<file path="src/bbc_pkg.sv">
`timescale 1ns / 1ps
// ----------------------------------------------------------------------------
// Buffer cache tag store package
// Field widths, command and status codes, and the structures that pass
// between the controller and the row of entry cells.
// ----------------------------------------------------------------------------
package bbc_pkg;

  localparam int CMD_W   = 2;
  localparam int DEV_W   = 8;
  localparam int BLK_W   = 32;
  localparam int SEL_W   = 5;
  localparam int STAMP_W = 32;
  localparam int CNT_W   = 8;
  localparam int STAT_W  = 2;
  // Wide enough for any entry index up to the largest supported cache.
  localparam int IDX_W   = 8;

  localparam logic [CNT_W-1:0] COUNT_MAX = '1;

  localparam logic [CMD_W-1:0] CMD_GET     = 2'd0;
  localparam logic [CMD_W-1:0] CMD_RELEASE = 2'd1;
  localparam logic [CMD_W-1:0] CMD_PIN     = 2'd2;
  localparam logic [CMD_W-1:0] CMD_UNPIN   = 2'd3;

  localparam logic [STAT_W-1:0] ST_OK   = 2'd0;
  localparam logic [STAT_W-1:0] ST_FULL = 2'd1;
  localparam logic [STAT_W-1:0] ST_ZERO = 2'd2;

  typedef enum logic [2:0] {
    OP_NONE,
    OP_HIT,
    OP_TAKE,
    OP_RELEASE,
    OP_PIN,
    OP_UNPIN
  } op_t;

  // Running result of a lookup as it moves from cell to cell.
  typedef struct packed {
    logic               valid;
    logic               hit;
    logic               filled;
    logic [IDX_W-1:0]   hit_idx;
    logic               vfound;
    logic [IDX_W-1:0]   vidx;
    logic [STAMP_W-1:0] vstamp;
  } acc_t;

  // Update broadcast to every cell; only the addressed cell acts on it.
  typedef struct packed {
    op_t                op;
    logic [IDX_W-1:0]   idx;
    logic [DEV_W-1:0]   device;
    logic [BLK_W-1:0]   block;
    logic [STAMP_W-1:0] now;
  } upd_t;

endpackage

</file>
<file path="src/bbc_cell.sv">
`timescale 1ns / 1ps
// ----------------------------------------------------------------------------
// Buffer cache entry cell
// Holds one entry, folds it into the passing lookup result and applies
// updates addressed to it.
// ----------------------------------------------------------------------------
module bbc_cell import bbc_pkg::*; #(
  parameter int CELL_IDX = 0
) (
  input  logic             clk,
  input  logic             rst,
  input  acc_t             acc_in,
  output acc_t             acc_out,
  input  upd_t             upd,
  output logic             sel_zero
);

  localparam logic [IDX_W-1:0] MY_IDX = IDX_W'(CELL_IDX);

  logic               present;
  logic [DEV_W-1:0]   device;
  logic [BLK_W-1:0]   block;
  logic               filled;
  logic [CNT_W-1:0]   count;
  logic [STAMP_W-1:0] stamp;

  logic             match;
  logic             free;
  logic             sel;
  logic [CNT_W-1:0] count_inc;
  acc_t             acc_next;

  assign match     = present && (device == upd.device) && (block == upd.block);
  assign free      = (count == '0);
  assign sel       = (upd.idx == MY_IDX);
  assign sel_zero  = sel && free;
  assign count_inc = (count == COUNT_MAX) ? count : count + CNT_W'(1);

  always_comb begin
    acc_next = acc_in;
    if (!acc_in.hit && match) begin
      acc_next.hit     = 1'b1;
      acc_next.hit_idx = MY_IDX;
      acc_next.filled  = filled;
    end
    // Strict less-than keeps the lowest index on equal stamps.
    if (free && (!acc_in.vfound || (stamp < acc_in.vstamp))) begin
      acc_next.vfound = 1'b1;
      acc_next.vidx   = MY_IDX;
      acc_next.vstamp = stamp;
    end
  end

  always_ff @(posedge clk) begin
    if (rst) begin
      acc_out.valid <= 1'b0;
    end else begin
      acc_out <= acc_next;
    end
  end

  always_ff @(posedge clk) begin
    if (rst) begin
      present <= 1'b0;
      device  <= '0;
      block   <= '0;
      filled  <= 1'b0;
      count   <= '0;
      stamp   <= '0;
    end else if (sel) begin
      unique case (upd.op)
        OP_HIT: begin
          count  <= count_inc;
          filled <= 1'b1;
        end
        OP_TAKE: begin
          present <= 1'b1;
          device  <= upd.device;
          block   <= upd.block;
          count   <= CNT_W'(1);
          stamp   <= upd.now;
          filled  <= 1'b1;
        end
        OP_PIN: begin
          count <= count_inc;
        end
        OP_RELEASE: begin
          if (!free) begin
            count <= count - CNT_W'(1);
            if (count == CNT_W'(1)) begin
              stamp <= upd.now;
            end
          end
        end
        OP_UNPIN: begin
          if (!free) begin
            count <= count - CNT_W'(1);
          end
        end
        default: begin
        end
      endcase
    end
  end

endmodule
</file>
<file path="config.mk">
export PLATFORM = sky130hd
export DESIGN_NAME = bbc_cell
export DESIGN_NICKNAME = d
export VERILOG_FILES = /design/src/bbc_pkg.sv /design/src/bbc_cell.sv
export SDC_FILE = /design/constraint.sdc
export NUM_CORES = 1
export LEC_CHECK = 0
export ABC_AREA = 1
export BUFFER_PORTS_ARGS = -buffer_cell sky130_fd_sc_hd__buf_2
export CORE_MARGIN = 5
export CORE_UTILIZATION = 49
export CTS_BUF_LIST = sky130_fd_sc_hd__clkbuf_8
export CTS_CLUSTER_DIAMETER = 60
export DETAILED_ROUTE_END_ITERATION = 10
export PLACE_DENSITY = 0.83
export SLEW_MARGIN = 20
export SYNTH_ARGS = -nofsm -noshare
export SYNTH_HDL_FRONTEND = slang
export SYNTH_SLANG_ARGS = --single-unit
</file>
<file path="constraint.sdc">
create_clock -name clk -period 3 [get_ports clk]
set_input_delay 0.6 -clock clk [delete_from_list [all_inputs] [get_ports clk]]
set_output_delay 0.6 -clock clk [all_outputs]
set_load 0.05 [all_outputs]
</file>
Yosys cells after proc, flatten, opt, wreduce, memory -nomap -nowiden
Index checks and enable logic that the tools add are counted.
- latch bits: 0
- output and inout bits: 53
- word-level logic and storage cells: 56
- memory bits (writable): 0
- input port bits: 137
- memories kept: 0
- bits in registers: 134
- ROM bits: 0
- divide/modulo/power cells: 0
- shifts and indexed selects: 0
- bitwise operators: 0
- eq/ne operators: 13
- multipliers: 0
- reduce and logical (&&, ||, !) cells: 19
- magnitude comparators: 1
- mux-type cells: 8
- add/sub/neg operators: 2
- operator list (cell ; number):
    32-bit 2-to-1 mux ; 3
    32-bit case mux with 2 select lines ; 1
    32-bit equality test ; 1
    32-bit < comparator ; 1
    8-bit case mux with 3 select lines ; 1
    8-bit zero test ; 2
    8-bit 2-to-1 mux ; 2
    9-bit 2-to-1 mux ; 1
    8-bit by 1-bit adder with 8-bit output, second input constant ; 1
    8-bit by 1-bit equality test with 1-bit output, second input constant ; 1
    8-bit equality test ; 1
    8-bit equality test, second input constant ; 1
    2-bit inequality test, second input constant ; 4
    4-bit AND reduction ; 2
    8-bit by 1-bit subtractor with 8-bit output, second input constant ; 1
    3-bit by 2-bit equality test with 1-bit output, second input constant ; 2
    3-bit equality test, second input constant ; 2
    2-bit OR reduction ; 3
    1-bit logical AND ; 5
    2-bit AND reduction ; 2
    3-bit by 1-bit equality test with 1-bit output, second input constant ; 1
    3-bit nonzero test ; 1
    1-bit zero test ; 2
    2-bit nonzero test ; 1
    1-bit logical OR ; 1

Logic depth before layout (Yosys ltp)
- depth after elaboration: 5
- depth in mapped cells: 17
- mapped depth without buffers: 16

Worst setup path before layout
No wires, ideal clock.
- kind: input to register
- from: in rst
- to: reg block[4]
- setup slack: -0.163 ns
- cell stages on the path: 6
- arrival time: 3.089 ns
- buffers on the path: 3
- required time: 2.926 ns
- cells stage by stage: clkbuf_1 inv_1 clkbuf_1 clkbuf_1 o21ai_0 nor2_1
- RTL lines (item ; line ; RTL):
    from (decl) ; bbc_cell.sv:11 ; input logic rst,
    to (signal assigned) ; bbc_cell.sv:79 ; block <= upd.block;
    to (decl) ; bbc_cell.sv:22 ; logic [BLK_W-1:0] block;

Final worst setup path
- from: reg count[2]
- to: out sel_zero
- word-level cells in the longest chain between the ends: 2
- ends and longest elaborated chain (item ; line ; RTL):
    from (decl) ; bbc_cell.sv:24 ; logic [CNT_W-1:0] count;
    from (signal assigned) ; bbc_cell.sv:73 ; count <= count_inc;
    from (signal assigned) ; bbc_cell.sv:85 ; count <= count_inc;
    from (signal assigned) ; bbc_cell.sv:89 ; count <= count - CNT_W'(1);
    8-bit zero test ; bbc_cell.sv:34 ; assign free = (count == '0);
    1-bit logical AND ; bbc_cell.sv:36 ; assign sel_zero = sel && free;
    to (decl) ; bbc_cell.sv:15 ; output logic sel_zero
Every way passes these cells.

==> metrics.md <==
| Metric | Value |
|---|---|
| CTS Hold Bufs | `0` |
| R2r startpoint | `count[2]` |
| Setup Fix Bufs, Post-CTS | `0` |
| CTS clock-pin slew for the worst setup and hold paths | `0.08 ns` |
| Hold Vio Cnt, Final | `0` |
| Hold EP | `acc_out[51]` |
| Worst R2R Setup Slack | `approximately 0.79 ns` |
| Max-slew violations | `0` |
| Minimum clock period | `around 2.4 ns` |
| Max Root-Sink Buffers | `2` |
| Max Cap Viol | `0` |
| Clock Latency Late Sink | `roughly 0.44 ns` |
| Initial DRC count | `between 400 and 500` |
| Core ar. | `roughly 0.014 mm²` |
| CTS-repair resized insts | `0` |
| Worst path max stage delay | `approximately 0.40 ns` |
| R2R Path End | `acc_out[19]` |
| CP required | `between 2 and 2.5 ns` |
| EDFF count, synth | `51` |
| Synth warn | `0` |
| Share of flip-flops with an asynchronous set or reset | `0` |
| Least-Margin Pin Slew | `~0.65 ns` |
| Antenna viol nets, final | `0` |
| WHS | `~0.36 ns` |
| Rel. slew slack | `0.568` |
| GRT overflow | `0` |
| Pwr dens | `approximately 480 mW/mm²` |
| Critical Path AT | `around 1.8 ns` |
| Hold Path Cell Cnt | `3` |
| # rows | `43` |
| Max VDD drop | `0.284 mV` |
| Clk pwr share | `0.418` |
| Vias after detailed routing | `6,349` |
| ANT cells | `0` |
| Post-Syn Area | `roughly 0.0068 mm²` |
| Final setup vio count | `0` |
| Worst-case reg-to-reg path depth | `8` |
| Inserted Clock Buffers | `17` |
| Outcome | `completed` |
| Setup crit start kind | `register` |
| Max Clock Skew | `0.0118 ns` |
| I/O Pins | `between 150 and 200` |
| Metal-1 WL | `between 7000 and 8000 µm` |
| Sequential Power Share | `0.479` |
| Period utilization | `0.807` |
| Worst Hold Class | `in2reg` |
| Pleak | `around 4.2 nW` |
| Overall global routing resource usage | `0.218` |
| Crit end category | `output pin` |
| Post-DP HPWL | `between 10,000 and 15,000 µm` |
| CP max-delay cell | `dfxtp_1` |
| Setup crit start | `count[2]` |
| Most used cell, CP | `nor2_4` |
| Met3 WL post-DR | `approximately 1500 µm` |
| Top sig layer | `met5` |
| Sequential area share after synthesis | `0.468` |
| Hold path start | `acc_in[51]` |
| TNS Setup | `0 ns` |
| Combinational power share | `0.102` |
| Dpl cells | `~1,200` |
| First-pass GRT wire length | `roughly 29,000 µm` |
| Die Y | `128 µm` |
| Drt drc | `0` |
| Flops & latches, synth | `approximately 130` |
| CP max FO | `7` |
| Worst Path Buf+Inv | `2` |
| H-tree Lvls | `4` |
| Netlist cell types | `42` |
| Syn_nets | `~1,000` |
| Crit Path Class | `reg2out` |
| Synth Flop Type | `dfxtp_1` |
| Initial Utilization | `0.496` |
| Clk sinks | `roughly 130` |
| Layout cells sized above 1 | `0.254` |
| Clk root buf | `clkbuf_8` |
| Drt pass-1 iters | `5` |
| Die width | `around 130 µm` |
| Vias in the first global route | `around 6,100` |
| Die Footprint | `approximately 0.016 mm²` |
| Drt wl/cell | `14.5 µm` |
| Area grow syn2layout | `22.6%` |
| Mapped Cells | `854` |
| IO buf count | `189` |
| RSZ-0062 raised after global routing | `no` |
| Largest delay share family, worst path | `simple AND/OR/NAND/NOR gates` |
| CTS tree | `yes` |
| Via density | `about 5.2` |
| Fin nets | `around 1,200` |
| Routed wl met2 | `approximately 8600 µm` |
| Antenna violations before repair | `1` |
| Cell Chain, Critical Path | `nor2_4 -> nand4_1 -> nor2_4 -> inv_2 -> nor2_1 -> buf_2` |
| Largest net degree at the start of global routing | `52` |
| Switching share of power | `0.256` |
| Final core utilization | `0.608` |
| Non-Filler Instances | `~1,200` |
| Average size of a mapped cell | `approximately 8 µm²` |
| Psw | `between 1 and 1.5 mW` |
| Int Power | `around 3.0 mW` |
| Fmax | `just over 400 MHz` |
| Post-Route WL | `17,800 µm` |
| Final Wtd Congestion | `0.875` |
-- worst max-delay path by stage --
stage	depth (start not counted)	end
after floorplan	4	acc_out[0]
after global placement	16	acc_out[11]
after detailed placement	16	acc_out[25]
after CTS	6	sel_zero
after global routing	8	sel_zero
final	6	sel_zero
-- cell type report --
| cell class | instances | area [µm²] |
|---|---|---|
| Clock buffer | 18 | 248 |
| Clock inverter | 14 | 198 |
| Fill cell | 1236 | 5400 |
| Inverter | 95 | 359 |
| Multi-Input combinational cell | 589 | 3110 |
| Sequential cell | 134 | 3190 |
| Tap cell | 180 | 225 |
| Timing Repair Buffer | 202 | 1040 |
-- state kept, by name, summed over array words and instances (netlist names) --
register and count:
block 32, acc_out 52, device 8, stamp 32, filled 1, present 1
count 8
-- through the flow --
step | area [µm²] | worst slack, ns | total power [mW]
global route | 8370 | 0.443 | 4.17
detailed placement | 7930 | 0.470 | 2.38
global placement | 7930 | 0.517 | 2.37
floorplan | 6830 | 0.690 | 2.20
CTS | 8370 | 0.535 | 4.05
finish | 8370 | 0.579 | 4.02
-- cell usage after synthesis, drive strengths merged (13+ instances only) --
library cell / number / area [µm²]
edfxtp: 51 / 1530
nand3: 43 / 220
o21ai: 91 / 459
xnor2: 13 / 114
a21oi: 50 / 250
dfxtp: 83 / 1660
ha: 35 / 438
buf: 13 / 90.1
inv: 95 / 357
clkbuf: 23 / 86.3
nor2: 130 / 503
nand2: 148 / 556
nand4: 14 / 87.6
-- layout by cell type (no fill, tap or decap), types with 2 or more instances in the layout --
cell type,n
ha_1,35
xnor2_1,13
o2111ai_1,3
dfxtp_1,83
clkinv_2,2
a21oi_1,50
clkinv_4,4
and3_1,2
inv_1,81
nand2_1,148
nand4_1,14
and2_1,8
buf_4,13
xor2_1,5
nor2_2,2
nor2_4,2
o22ai_1,4
nand3_1,42
buf_2,189
o21ai_1,44
inv_2,13
o211ai_1,2
edfxtp_1,51
a21boi_1,8
or2_2,9
o21ai_0,46
inv_4,2
bufinv_16,4
nor4_1,3
a211oi_1,3
inv_6,3
clkbuf_8,18
nor2_1,126
nor3_1,7
-- power by group through the flow --
| stage | registers, mW | logic (mW) | clock network [mW] |
|---|---|---|---|
| after detailed placement | 1.97 | 0.412 | 0 |
| after global placement | 1.97 | 0.405 | 0 |
| final | 1.93 | 0.412 | 1.68 |
| after floorplan | 2.09 | 0.119 | 0 |
| after CTS | 1.93 | 0.413 | 1.71 |
| after global routing | 1.93 | 0.447 | 1.79 |
-- kinds of logic after synthesis --
family          synth area share
fa+ha+maj                 0.0641
compound gates             0.135
simple gates               0.233
xor+xnor                  0.0231
buf+inv                   0.0781
flops                      0.468
-- tightest hold or removal path, cell delays in order --
cell,delay (ns)
buf_2,0.09
inv_1,0.04
nor2_1,0.03
-- layer usage --
metal,vias up,track usage
met5,-,0
met4,2,0.0512
met3,19,0.0583
met2,251,0.378
met1,2883,0.272
li1,3194,-
Note: power is estimated with default switching activity, not from simulation.
